File: src/sv/spf_pkg.sv
// Shared types, constants and helpers for the stuffed packet framer.
// Used by the channel interfaces and every framer module; depends on nothing.
package spf_pkg;

   // Field widths of the request and response channels
   localparam int KIND_W  = 1;
   localparam int TYPE_W  = 8;
   localparam int LEN_W   = 10;
   localparam int COUNT_W = 31;
   localparam int BYTE_W  = 8;

   // Default size of the frame buffer; payload is capped at this minus framing
   localparam int FRAME_BUFFER_BYTES_DEFAULT = 1024;
   localparam int FRAME_OVERHEAD = 14;

   // Request kinds
   localparam logic [KIND_W-1:0] KIND_START = 1'b0;
   localparam logic [KIND_W-1:0] KIND_DATA  = 1'b1;

   // Command queue between front and back
   localparam int QUEUE_DEPTH = 4;
   localparam int QUEUE_PTR_W = $clog2(QUEUE_DEPTH);
   localparam int QUEUE_CNT_W = $clog2(QUEUE_DEPTH + 1);

   typedef enum logic {
      CMD_START,
      CMD_DATA
   } cmd_op_type;

   typedef struct packed {
      cmd_op_type           op;
      logic                 last;          // trailer follows this command
      logic [TYPE_W-1:0]    packet_type;
      logic [LEN_W-1:0]     data_length;
      logic [COUNT_W-1:0]   seq_count;
      logic [BYTE_W-1:0]    data_byte;
   } cmd_type;

   // Byte positions walked by the back end
   typedef enum logic [3:0] {
      STEP_LEAD0,
      STEP_LEAD1,
      STEP_TYPE,
      STEP_LEN0,
      STEP_LEN1,
      STEP_LEN2,
      STEP_LEN3,
      STEP_CNT0,
      STEP_CNT1,
      STEP_CNT2,
      STEP_CNT3,
      STEP_DATA,
      STEP_CHECK,
      STEP_TRAIL0,
      STEP_TRAIL1
   } step_type;

   // Byte substitutions that keep zero and one out of the frame body
   localparam logic [BYTE_W-1:0] SUBST_ZERO = 8'd12;
   localparam logic [BYTE_W-1:0] SUBST_ONE  = 8'd13;

   function automatic logic [BYTE_W-1:0] subst_byte(input logic [BYTE_W-1:0] raw);
      logic [BYTE_W-1:0] result;
      begin
         result = raw;
         if (raw == 8'd0) begin
            result = SUBST_ZERO;
         end else if (raw == 8'd1) begin
            result = SUBST_ONE;
         end
         return result;
      end
   endfunction

endpackage

File: src/sv/spf_req_if.sv
// Request channel of the stuffed packet framer: valid/ready plus item fields.
// Depends on spf_pkg for field widths.
interface spf_req_if import spf_pkg::*; ();
   logic                 valid;
   logic                 ready;
   logic [KIND_W-1:0]    kind;
   logic [TYPE_W-1:0]    packet_type;
   logic [LEN_W-1:0]     data_length;
   logic [COUNT_W-1:0]   seq_count;
   logic [BYTE_W-1:0]    data_byte;

   modport source (
      output valid, kind, packet_type, data_length, seq_count, data_byte,
      input  ready
   );
   modport sink (
      input  valid, kind, packet_type, data_length, seq_count, data_byte,
      output ready
   );
endinterface

// Response channel: one framed byte per handshake.
interface spf_rsp_if import spf_pkg::*; ();
   logic                valid;
   logic                ready;
   logic [BYTE_W-1:0]   frame_byte;
   logic                frame_end;

   modport source (output valid, frame_byte, frame_end, input ready);
   modport sink   (input valid, frame_byte, frame_end, output ready);
endinterface

File: src/sv/spf_front.sv
// Front end of the framer: accepts requests, tracks the open frame and
// turns useful requests into queue commands. Depends on spf_pkg, spf_req_if.
module spf_front
   import spf_pkg::*;
#(
   parameter int FRAME_BUFFER_BYTES = FRAME_BUFFER_BYTES_DEFAULT
) (
   input  logic      clock,
   input  logic      reset,
   spf_req_if.sink   req_if,
   input  logic      queue_full,
   output logic      push,
   output cmd_type   push_cmd
);

   localparam logic [16:0] MaxPayload = 17'(FRAME_BUFFER_BYTES - FRAME_OVERHEAD);

   logic              in_frame_ff, in_frame_in;
   logic [LEN_W-1:0]  remaining_ff, remaining_in;
   logic [LEN_W-1:0]  len_sat;
   logic              accept;

   assign req_if.ready = !queue_full;
   assign accept       = req_if.valid && req_if.ready;

   // Cap the payload length at what the frame buffer holds
   always_comb begin
      len_sat = req_if.data_length;
      if ({7'd0, req_if.data_length} > MaxPayload) begin
         len_sat = MaxPayload[LEN_W-1:0];
      end
   end

   // Classify the request and update frame tracking
   always_comb begin
      in_frame_in           = in_frame_ff;
      remaining_in          = remaining_ff;
      push                  = 1'b0;
      push_cmd.op           = CMD_START;
      push_cmd.last         = 1'b0;
      push_cmd.packet_type  = req_if.packet_type;
      push_cmd.data_length  = len_sat;
      push_cmd.seq_count    = req_if.seq_count;
      push_cmd.data_byte    = req_if.data_byte;
      if (accept) begin
         if (req_if.kind == KIND_START) begin
            push          = 1'b1;
            push_cmd.last = (len_sat == '0);
            in_frame_in   = (len_sat != '0);
            remaining_in  = len_sat;
         end else if (in_frame_ff && remaining_ff != '0) begin
            // Drop stray data silently; only in-frame bytes go on
            push          = 1'b1;
            push_cmd.op   = CMD_DATA;
            push_cmd.last = (remaining_ff == LEN_W'(1));
            remaining_in  = remaining_ff - LEN_W'(1);
            in_frame_in   = (remaining_ff != LEN_W'(1));
         end
      end
   end

   always_ff @(posedge clock) begin
      if (reset) begin
         in_frame_ff  <= 1'b0;
         remaining_ff <= '0;
      end else begin
         in_frame_ff  <= in_frame_in;
         remaining_ff <= remaining_in;
      end
   end

endmodule

File: src/sv/spf_cmd_queue.sv
// Short command queue between the framer front and back ends.
// Depends on spf_pkg for the command type and depth.
module spf_cmd_queue
   import spf_pkg::*;
(
   input  logic     clock,
   input  logic     reset,
   input  logic     push,
   input  cmd_type  push_cmd,
   output logic     full,
   input  logic     pop,
   output logic     pop_valid,
   output cmd_type  pop_cmd
);

   cmd_type                 entry_ff [QUEUE_DEPTH];
   logic [QUEUE_PTR_W-1:0]  wr_ptr_ff, rd_ptr_ff;
   logic [QUEUE_CNT_W-1:0]  count_ff;

   assign full      = (count_ff == QUEUE_CNT_W'(QUEUE_DEPTH));
   assign pop_valid = (count_ff != '0);
   assign pop_cmd   = entry_ff[rd_ptr_ff];

   // Store pushed commands
   always_ff @(posedge clock) begin
      if (push) begin
         entry_ff[wr_ptr_ff] <= push_cmd;
      end
   end

   // Advance pointers and occupancy
   always_ff @(posedge clock) begin
      if (reset) begin
         wr_ptr_ff <= '0;
         rd_ptr_ff <= '0;
         count_ff  <= '0;
      end else begin
         if (push) begin
            wr_ptr_ff <= wr_ptr_ff + QUEUE_PTR_W'(1);
         end
         if (pop) begin
            rd_ptr_ff <= rd_ptr_ff + QUEUE_PTR_W'(1);
         end
         if (push && !pop) begin
            count_ff <= count_ff + QUEUE_CNT_W'(1);
         end else if (pop && !push) begin
            count_ff <= count_ff - QUEUE_CNT_W'(1);
         end
      end
   end

endmodule

File: src/sv/spf_back.sv
// Back end of the framer: walks each command through its frame bytes,
// keeps the checksum and drives the response register. Depends on spf_pkg.
module spf_back
   import spf_pkg::*;
(
   input  logic      clock,
   input  logic      reset,
   input  logic      cmd_valid,
   input  cmd_type   cmd,
   output logic      cmd_pop,
   spf_rsp_if.source rsp_if
);

   cmd_type            cur_ff, cur_in;
   step_type           step_ff, step_in;
   logic               busy_ff, busy_in;
   logic [BYTE_W-1:0]  check_ff, check_in;
   logic               out_valid_ff, out_valid_in;
   logic [BYTE_W-1:0]  out_byte_ff, out_byte_in;
   logic               out_end_ff, out_end_in;

   logic               advance, emit, last_step, done;
   logic [BYTE_W-1:0]  raw_byte, frame_byte;

   assign rsp_if.valid      = out_valid_ff;
   assign rsp_if.frame_byte = out_byte_ff;
   assign rsp_if.frame_end  = out_end_ff;

   assign advance   = !out_valid_ff || rsp_if.ready;
   assign emit      = busy_ff && advance;
   assign last_step = ((step_ff == STEP_CNT3 || step_ff == STEP_DATA) && !cur_ff.last)
                      || (step_ff == STEP_TRAIL1);
   assign done      = emit && last_step;
   assign cmd_pop   = cmd_valid && (!busy_ff || done);

   // Select the raw byte for the current position
   always_comb begin
      case (step_ff)
         STEP_TYPE:  raw_byte = cur_ff.packet_type;
         STEP_LEN0:  raw_byte = cur_ff.data_length[7:0];
         STEP_LEN1:  raw_byte = {6'd0, cur_ff.data_length[LEN_W-1:8]};
         STEP_CNT0:  raw_byte = cur_ff.seq_count[7:0];
         STEP_CNT1:  raw_byte = cur_ff.seq_count[15:8];
         STEP_CNT2:  raw_byte = cur_ff.seq_count[23:16];
         STEP_CNT3:  raw_byte = {1'b0, cur_ff.seq_count[COUNT_W-1:24]};
         STEP_DATA:  raw_byte = cur_ff.data_byte;
         STEP_CHECK: raw_byte = check_ff;
         default:    raw_byte = 8'd0;
      endcase
   end

   // Substitute body bytes; leading and trailing zeros pass as they are
   always_comb begin
      frame_byte = raw_byte;
      if (step_ff inside {[STEP_TYPE:STEP_CHECK]}) begin
         frame_byte = subst_byte(raw_byte);
      end
   end

   // Sequence bytes, load the next command, accumulate the checksum
   always_comb begin
      cur_in       = cur_ff;
      step_in      = step_ff;
      busy_in      = busy_ff;
      check_in     = check_ff;
      out_valid_in = out_valid_ff;
      out_byte_in  = out_byte_ff;
      out_end_in   = out_end_ff;

      if (advance) begin
         out_valid_in = busy_ff;
         out_byte_in  = frame_byte;
         out_end_in   = (step_ff == STEP_TRAIL1);
      end

      if (emit) begin
         if (step_ff == STEP_LEAD0) begin
            check_in = 8'd0;
         end else if (step_ff inside {[STEP_TYPE:STEP_DATA]}) begin
            check_in = check_ff ^ raw_byte;
         end
         if (step_ff == STEP_CNT3) begin
            step_in = STEP_CHECK;
         end else begin
            step_in = step_type'(step_ff + 4'd1);
         end
      end

      if (cmd_pop) begin
         cur_in  = cmd;
         busy_in = 1'b1;
         step_in = (cmd.op == CMD_START) ? STEP_LEAD0 : STEP_DATA;
      end else if (done) begin
         busy_in = 1'b0;
      end
   end

   always_ff @(posedge clock) begin
      if (reset) begin
         busy_ff      <= 1'b0;
         out_valid_ff <= 1'b0;
         step_ff      <= STEP_LEAD0;
         check_ff     <= 8'd0;
      end else begin
         busy_ff      <= busy_in;
         out_valid_ff <= out_valid_in;
         step_ff      <= step_in;
         check_ff     <= check_in;
      end
   end

   // Hold payload registers without reset
   always_ff @(posedge clock) begin
      cur_ff      <= cur_in;
      out_byte_ff <= out_byte_in;
      out_end_ff  <= out_end_in;
   end

endmodule

File: src/sv/stuffed_packet_framer_core.sv
// Stuffed packet framer, top level.
// Request channel (req_if): kind 0 opens a frame with type, length and
// packet counter; kind 1 carries one payload byte. Data outside a frame or
// beyond the given length is accepted and dropped.
// Response channel (rsp_if): one framed byte per handshake, two zero bytes,
// nine substituted header bytes, substituted payload, substituted XOR
// checksum, two zero bytes; frame_end marks the last zero byte.
// The first response byte passes through the queue entry, the command
// register and the response register after the request is accepted.
// Throughput: one payload byte per cycle while the response side is ready;
// a start request yields eleven output bytes (fourteen with zero length)
// and the last data byte four, emitted one byte per unstalled cycle. A
// four-entry command queue absorbs these bursts; ready falls only when full.
// Reset (synchronous) closes any open frame and empties queue and output.
// A stall on the response side holds the output byte and backs up the
// queue; the request side keeps going until the queue fills.
module stuffed_packet_framer_core
   import spf_pkg::*;
#(
   parameter int FRAME_BUFFER_BYTES = FRAME_BUFFER_BYTES_DEFAULT
) (
   input  logic       clock,
   input  logic       reset,
   spf_req_if.sink    req_if,
   spf_rsp_if.source  rsp_if
);

   logic     push, queue_full, pop, pop_valid;
   cmd_type  push_cmd, pop_cmd;

   spf_front #(
      .FRAME_BUFFER_BYTES (FRAME_BUFFER_BYTES)
   ) u_front (
      .clock      (clock),
      .reset      (reset),
      .req_if     (req_if),
      .queue_full (queue_full),
      .push       (push),
      .push_cmd   (push_cmd)
   );

   spf_cmd_queue u_queue (
      .clock     (clock),
      .reset     (reset),
      .push      (push),
      .push_cmd  (push_cmd),
      .full      (queue_full),
      .pop       (pop),
      .pop_valid (pop_valid),
      .pop_cmd   (pop_cmd)
   );

   spf_back u_back (
      .clock     (clock),
      .reset     (reset),
      .cmd_valid (pop_valid),
      .cmd       (pop_cmd),
      .cmd_pop   (pop),
      .rsp_if    (rsp_if)
   );

endmodule

File: src/flat_wrapper.sv
// flat-port wrapper written by rule: the top's interface ports become plain ports
module stuffed_packet_framer_core_flat import spf_pkg::*;
#(
   parameter int FRAME_BUFFER_BYTES = FRAME_BUFFER_BYTES_DEFAULT
)
  (clock, reset, req_if_valid, req_if_kind, req_if_packet_type, req_if_data_length, req_if_seq_count, req_if_data_byte, req_if_ready, rsp_if_valid, rsp_if_frame_byte, rsp_if_frame_end, rsp_if_ready);
  spf_req_if req_if_i ();
  spf_rsp_if rsp_if_i ();
  input  logic clock;
  input  logic reset;
  input wire logic [$bits(req_if_i.valid)-1:0] req_if_valid;
  input wire logic [$bits(req_if_i.kind)-1:0] req_if_kind;
  input wire logic [$bits(req_if_i.packet_type)-1:0] req_if_packet_type;
  input wire logic [$bits(req_if_i.data_length)-1:0] req_if_data_length;
  input wire logic [$bits(req_if_i.seq_count)-1:0] req_if_seq_count;
  input wire logic [$bits(req_if_i.data_byte)-1:0] req_if_data_byte;
  output wire logic [$bits(req_if_i.ready)-1:0] req_if_ready;
  output wire logic [$bits(rsp_if_i.valid)-1:0] rsp_if_valid;
  output wire logic [$bits(rsp_if_i.frame_byte)-1:0] rsp_if_frame_byte;
  output wire logic [$bits(rsp_if_i.frame_end)-1:0] rsp_if_frame_end;
  input wire logic [$bits(rsp_if_i.ready)-1:0] rsp_if_ready;
  assign req_if_i.valid = req_if_valid;
  assign req_if_i.kind = req_if_kind;
  assign req_if_i.packet_type = req_if_packet_type;
  assign req_if_i.data_length = req_if_data_length;
  assign req_if_i.seq_count = req_if_seq_count;
  assign req_if_i.data_byte = req_if_data_byte;
  assign req_if_ready = req_if_i.ready;
  assign rsp_if_valid = rsp_if_i.valid;
  assign rsp_if_frame_byte = rsp_if_i.frame_byte;
  assign rsp_if_frame_end = rsp_if_i.frame_end;
  assign rsp_if_i.ready = rsp_if_ready;
  stuffed_packet_framer_core #(.FRAME_BUFFER_BYTES(FRAME_BUFFER_BYTES)) u_core (.clock(clock), .reset(reset), .req_if(req_if_i), .rsp_if(rsp_if_i));
endmodule
File: config.mk
export PLATFORM = sky130hd
export DESIGN_NAME = stuffed_packet_framer_core_flat
export DESIGN_NICKNAME = d
export VERILOG_FILES = /design/src/sv/spf_pkg.sv /design/src/sv/spf_req_if.sv /design/src/sv/spf_front.sv /design/src/sv/spf_cmd_queue.sv /design/src/sv/spf_back.sv /design/src/sv/stuffed_packet_framer_core.sv /design/src/flat_wrapper.sv
export SDC_FILE = /design/constraint.sdc
export NUM_CORES = 1
export LEC_CHECK = 0
export ABC_AREA = 1
export BUFFER_PORTS_ARGS = -buffer_cell sky130_fd_sc_hd__buf_2
export CAP_MARGIN = 15
export CELL_PAD_IN_SITES_DETAIL_PLACEMENT = 1
export CELL_PAD_IN_SITES_GLOBAL_PLACEMENT = 1
export CORE_ASPECT_RATIO = 0.75
export CORE_MARGIN = 8
export CORE_UTILIZATION = 45
export DETAILED_ROUTE_END_ITERATION = 8
export PLACE_DENSITY_LB_ADDON = 0.1
export SLEW_MARGIN = 20
export SYNTH_ARGS = -nofsm -noshare
export SYNTH_HDL_FRONTEND = slang
export SYNTH_SLANG_ARGS = --single-unit
export TNS_END_PERCENT = 5
File: constraint.sdc
create_clock -name clock -period 12.19 [get_ports clock]
set_input_delay 0.6095 -clock clock [delete_from_list [all_inputs] [get_ports clock]]
set_output_delay 0.6095 -clock clock [all_outputs]
set_load 0.005 [all_outputs]
==> out/results.txt, run 1 <==
Die Width = 215 um
Min Clock Period, post-route = 3.02 ns
CTS resizes = 0
CTS tree = done
Synth Register Bits = 337
Crit. End Element = flip-flop
ANT cells = 0
Worst Reg2Reg Path Length in Cells = 12
Post-Synthesis Cell Area = 13,400 um2
Total Power = 3.53 mW
CP Launch Type = flip-flop
Pwr per Cell Area = 233 nW/um2
Multiplexer area fraction after synthesis = 0%
CTS H-tree lvls = 2
I/O pins = 73
Worst Tran Pin Value = 1.00 ns
Worst clock skew = 0.0154 ns
Worst-skew pair later-pin latency = 0.51 ns
Synth unique cells = 35
Async SR Flop Fraction = 0%
Hold path depth = 1
Compound-Gate Fraction of Synth Area = 9.74%
Final setup violating endpoints = 0
Post-synth EDFFs = 303
Clock sinks = 337
Via count = 8,579
Hold wc startpoint = req_if_data_byte[5]
Final hold violations = 0
Worst Hold End = u_core.u_queue.entry_ff[3][5]$_DFFE_PP_
Chip height = 165 um
DRT iter0 DRCs = 548
Syn_nets = 1,190
Worst setup path class = flip-flop to flip-flop
Layout cells sized above 1 = 12.6%
Simple-gate share of the synthesized area = 12.5%
Area Growth Syn to Fin = 13.6%
Routed Antenna Nets = 0
Synth Area in XOR/XNOR = 0.197%
Final Util = 52.0%
Routability cong. = 0.833
Synth area leader = edfxtp_1
Req. time, crit path = 12.58 ns
Worst EP arrival = 3.41 ns
Pre-antenna DRT Iters = 5
First-pass GRT wire length = 51,200 um
Vias in the first global route = 8,866
Die area = 35,500 um2
Initial antenna violation count = 0
Yosys top cell area share = 68.1%
Fmax = 331 MHz
Slew HR = 33.3%
Routed len/inst = 20.5 um
Clock root buffer = clkbuf_16
Reg-to-reg setup timing slack = 9.17 ns
Num rows = 54
Final Cycle Share = 24.8%
RR Endpoint = u_core.u_queue.count_ff[1]$_SDFFE_PP0P_
Combinational family with the most area after synthesis = simple AND/OR/NAND/NOR gates
Unrepaired setup endpoints after global routing = false
Grt total ovfl = 0
TritonCTS buffer count = 35
Final WL = 32,800 um
Fin area = 15,200 um2
TNS Setup = 0 ns
Largest net degree at the start of global routing = 93
Post-CTS Hold Buffers = 0
Core footprint = 29,200 um2
Remaining DRCs = 0
GRT Util Overall = 18.6%
Synthesized instance count = 1,119
Status = finished clean
Synth Flop Type = edfxtp_1
Syn avg cell area = 11.9 um2
RR Startpoint = u_core.u_back.step_ff[3]$_SDFFE_PP0P_
CTS clk-pin slew, worst paths = 0.06 ns
Max-slew violations = 0
Synthesis Warnings = 0
Post-Synth Adder-Cell Area = 0.899%
Synth area leaders = edfxtp_1 68%, nor2_1 5.7%, o21ai_0 5.1%, dfxtp_1 5.1%, nand2_1 3.9%
Max clock buf depth = 3
# Post-CTS Setup Buffers = 0
Dpl hpwl = 20,400 um
DP Area = 14,100 um2
Crit-path max FO = 11
Fin nets = 1,254
Max IR drop VDD = 0.134 mV
Sequential element share of the synthesized area = 73.2%
Drt via density = 5.36
Port buffer count = 72
Starting Density = 45.8%
Leakage = 5.54 nW
Max-cap viol count = 0
Worst Hold Class = primary input to flip-flop
## cells by family (layout without fill, tap and decap cells)
group	after synthesis	in the layout
AO/OA/AOI/OAI	241	241
XOR/XNOR	3	3
adder cells (fa/ha/maj)	9	9
buffers and inverters	119	208
flip-flops	337	337
AND/OR/NAND/NOR	410	410
## power breakdown
group | switching, mW | leakage (nW) | internal (mW)
sequential | 0.102 | 3.09 | 1.54
combinational | 0.647 | 1.93 | 0.229
clock | 0.423 | 0.516 | 0.589
## cell usage in the layout (no fill, tap or decap), types with 2 or more instances in the layout
master and n:
edfxtp_1 303, nor2_1 197, nand2_1 139, o21ai_0 137, buf_2 72, o22ai_1 61
inv_1 59, nand3_1 47, clkbuf_16 35, dfxtp_1 32, a21oi_1 31, buf_4 10
ha_1 8, clkbuf_1 8, clkinv_1 8, o21ai_1 6, nand4_1 6, nor2_4 5
nor2_2 5, inv_2 3, nand2_2 3, nor3_1 3, clkinv_2 3, xor2_1 3
clkinvlp_4 3, clkbuf_8 3, a21boi_0 2, bufinv_16 2
## worst max-delay path, cell delays in order, from the launching register on
cell	delay, ns
dfxtp_1	0.44
inv_1	0.09
nor2_1	0.64
nand2_1	0.23
o21ai_1	0.18
nand2_1	0.08
nand2_2	0.14
nand2_4	0.10
ha_1	0.21
inv_1	0.10
fa_1	0.43
o21ai_0	0.18
a21oi_1	0.06
## synthesized netlist by cell type, drive strengths merged, types with 2 or more instances
library cell and count:
edfxtp 303, nor2 207, nand2 143, o21ai 143
inv 64, o22ai 61, nand3 47, clkbuf 44
dfxtp 34, a21oi 32, buf 11, ha 8
nand4 6, nor3 3, xor2 3, a21boi 2
nand3b 2
## cell type report
class / count / area [um2]
Fill cell: 3077 / 14000
Sequential cell: 337 / 9780
Multi-Input combinational cell: 663 / 3150
Clock buffer: 46 / 947
Tap cell: 392 / 490
Timing Repair Buffer: 82 / 435
Inverter: 64 / 244
Clock inverter: 16 / 131
## per-stage QoR
step	hold WS [ns]	instances	setup WS, ns
after floorplan	0.446	1119	8.20
after global placement	0.478	1538	9.30
after detailed placement	0.487	1538	9.23
after CTS	0.288	1600	9.18
after global routing	0.295	1600	8.93
final	0.314	1600	9.17
## worst max path at each step
stage                                               end  slack (ns)                                        start  depth (start not counted)
2_1_floorplan   u_core.u_queue.entry_ff[0][0]$_DFFE_PP_        8.20  u_core.u_front.remaining_ff[0]$_SDFFE_PP0P_                          8
3_3_place_gp   u_core.u_queue.entry_ff[2][27]$_DFFE_PP_        9.30                                  req_if_kind                          5
3_5_place_dp    u_core.u_queue.count_ff[1]$_SDFFE_PP0P_        9.23        u_core.u_back.step_ff[3]$_SDFFE_PP0P_                         12
4_1_cts         u_core.u_queue.count_ff[1]$_SDFFE_PP0P_        9.18        u_core.u_back.step_ff[3]$_SDFFE_PP0P_                         12
5_1_grt                                       flip-flop        8.93        u_core.u_back.step_ff[3]$_SDFFE_PP0P_                         11
6_report        u_core.u_queue.count_ff[1]$_SDFFE_PP0P_        9.17        u_core.u_back.step_ff[3]$_SDFFE_PP0P_                         12
## routing by layer
layer | wire, um | track usage, % | vias up
met5 | 0 | 0 | -
met1 | 16100 | 26.5 | 4268
met3 | 1370 | 2.99 | 50
li1 | - | - | 4096
met4 | 581 | 4.60 | 0
met2 | 14800 | 29.6 | 165
## registers in the layout (all words and copies together), names as in the netlist, named ones only
name                             flops
u_core.u_back.rsp_if.frame_end       1
u_core.u_back.busy_ff                1
u_core.u_queue.entry_ff            236
u_core.u_front.in_frame_ff           1
u_core.u_queue.wr_ptr_ff             2
u_core.u_front.remaining_ff         10
u_core.u_back.check_ff               8
u_core.u_queue.count_ff              3
u_core.u_back.step_ff                4
u_core.u_back.cur_ff                58
u_core.u_back.rsp_if.frame_byte      8
u_core.u_back.rsp_if.valid           1
u_core.u_queue.rd_ptr_ff             2
Note: power is estimated with default switching activity, not from simulation.
==> inputs of run 2 (changes only) <==
clock period = 2.7 ns   (was 12.19 ns; I/O delays follow)
==> run 2 against run 1 <==
  * Setup slack lost 8.9 ns
  * Wire length increased by 5.1%
  * First-iteration DRC count grew 28%
  * Non-clock buffer count is 64 higher
  * Critical path depth unchanged
  * Count of clock-buffer cells in the layout shrank 2
  * Sequential power rose to 4.5 times the previous value
  * Combinational power increased to 4.8 times the previous value
  * Clock skew grew 0.0064 ns
  * Via count increased by 3.8%
==> out/results.txt, run 2 (synthesized netlist as in run 1, its figures left out) <==
Die Width = 215 um (unchanged)
Routability cong. = 0.844 (+1.3%)
Largest net degree at the start of global routing = 119 (+28%)
Chip height = 165 um (unchanged)
Crit-path max FO = 9 (-2)
Initial antenna violation count = 0 (unchanged)
Routed Antenna Nets = 0 (unchanged)
CTS H-tree lvls = 2 (unchanged)
I/O pins = 73 (unchanged)
Leakage = 5.84 nW (+5.4%)
Die area = 35,500 um2 (unchanged)
Worst setup path class = flip-flop to flip-flop
Req. time, crit path = 3.11 ns (-9.47 ns)
Status = finished clean
Routed len/inst = 20.7 um (+1.1%)
Fin nets = 1,317 (+5.0%)
Hold_ws = 0.0586 ns (-0.256 ns)
Num rows = 54 (unchanged)
CTS resizes = 0 (unchanged)
Unrepaired setup endpoints after global routing = false
Remaining DRCs = 0 (unchanged)
CTS tree = done
TritonCTS buffer count = 34 (-2.9%)
CP Launch Type = flip-flop
Clock root buffer = clkbuf_16
Final hold violations = 0 (unchanged)
Max-cap viol count = 0 (unchanged)
Setup WS post-layout = 0.300 ns (-8.87 ns)
CTS clk-pin slew, worst paths = 0.06 ns (about the same)
Biggest regs = u_core.u_queue.entry_ff (236), u_core.u_back.cur_ff (58), u_core.u_front.remaining_ff (10)
ANT cells = 0 (unchanged)
Total Power = 16.0 mW (+350%)
First-pass GRT wire length = 53,300 um (+4.0%)
Final Cycle Share = 88.9% (+64 points)
Max IR drop VDD = 0.619 mV (+360%)
Starting Density = 45.8% (unchanged)
Worst Hold Class = primary input to flip-flop
Via count = 8,902 (+3.8%)
Worst EP arrival = 2.81 ns (-0.60 ns)
Worst clock skew = 0.0217 ns (+0.00638 ns)
Fmax = 417 MHz (+26%)
Worst Tran Pin Value = 0.929 ns (-0.0720 ns)
Vias in the first global route = 9,197 (+3.7%)
Post-Place Setup Slack = 0.338 ns (-8.89 ns)
Cell Count, Final, Fillers Out = 1,663 (+3.9%)
Slew HR = 37.8% (+4.6 points)
Min Clock Period, post-route = 2.40 ns (-0.624 ns)
Storage cell area = 9780 um2 (unchanged)
TNS Setup = 0 ns (unchanged)
Final setup violating endpoints = 0 (unchanged)
Drt via density = 5.35 (-0.17%)
Max clock buf depth = 3 (unchanged)
Max-slew violations = 0 (unchanged)
Pre-antenna DRT Iters = 6 (+1)
Grt total ovfl = 0 (unchanged)
Most common cell after layout, fill and taps aside = edfxtp_1
Most frequent cells in the layout = 303 x edfxtp_1, 198 x nor2_1, 139 x nand2_1
GRT Util Overall = 19.4% (+0.81 points)
Max FFs per register = 236 (unchanged)
Core footprint = 29,200 um2 (unchanged)
# fillers = 3,011 (-2.1%)
Post-placement cell count = 1,548 (+0.65%)
Port buffer count = 72 (unchanged)
Clock sinks = 337 (unchanged)
Most flop-heavy register = u_core.u_queue.entry_ff
Area of the multi-input gates = 3150 um2 (about the same)
DRT iter0 DRCs = 699 (+28%)
Worst-skew pair later-pin latency = 0.53 ns (+0.02 ns)
Area Growth Syn to Fin = 18.9%
Final WL = 34,400 um (+5.1%)
Crit. End Element = flip-flop
Pwr per Cell Area = 1010 nW/um2 (+330%)
Layout cells sized above 1 = 12.3% (-0.31 points)
Dpl hpwl = 21,400 um (+4.9%)
[run 2: changes by cell type in the layout (fill, tap and decap cells not counted), moves of 2 or more]
cell / delta
clkbuf_1: +2
buf_4: -4
dlygate4sd3_1: +54
clkinv_1: +2
clkbuf_8: -3
clkinvlp_4: -3
buf_12: +14
[run 2: through the flow]
stage	utilization, %	cell area, um2
after global routing	54.5	15900
final	54.5	15900
after CTS	54.5	15900
after global placement	49.2	14400
after detailed placement	49.2	14400
after floorplan	-	13400
[run 2: per-layer routing]
| layer | part of all wire [%] | GRT usage (%) |
|---|---|---|
| met1 | 48 | 27.4 |
| met4 | 1.7 | 5.37 |
| met2 | 46 | 30.6 |
| met5 | 0 | 0 |
| met3 | 4.6 | 3.60 |
[run 2: area by class of cell]
cell class                      instances  area share [%]
Multi-Input combinational cell        663            19.8
Clock inverter                         17           0.755
Sequential cell                       337            61.5
Inverter                               64            1.53
Clock buffer                           44            5.59
Timing Repair Buffer                  146            7.71
Tap cell                              392            3.08
[run 2: worst paths after layout]
kind / start / end / slack (ns) / cells past startpoint
worst max-delay path: u_core.u_back.step_ff[1]$_SDFFE_PP0P_ / u_core.u_queue.count_ff[1]$_SDFFE_PP0P_ / 0.30 / 12
worst max register to register: u_core.u_back.step_ff[1]$_SDFFE_PP0P_ / u_core.u_queue.count_ff[1]$_SDFFE_PP0P_ / 0.30 / 12
worst min-delay path: req_if_data_length[2] / u_core.u_queue.entry_ff[0][41]$_DFFE_PP_ / 0.06 / 3
worst min register to register: u_core.u_queue.rd_ptr_ff[1]$_SDFFE_PP0P_ / flip-flop / 0.50 / 2
[run 2: where the power goes]
part           internal (mW)  switching (mW)
logic                   1.24            2.95
clock network           2.43            1.94
registers               6.95           0.500
[run 2: critical path, cell delays in order (launching register included)]
cell and delay (ns):
dfxtp_1 0.53, inv_2 0.11, nor2_4 0.20, nand2_1 0.12, o21ai_1 0.09, nand2_1 0.07
nand2_2 0.13, nand2_4 0.11, ha_1 0.21, inv_1 0.10, fa_1 0.41, o21ai_0 0.15
a21oi_1 0.06
[run 2: repair_timing]
item / CTS / global route
buffers inserted: 0 / 0
hold endpoints to repair: 217 / 0
hold buffers: 54 / 0
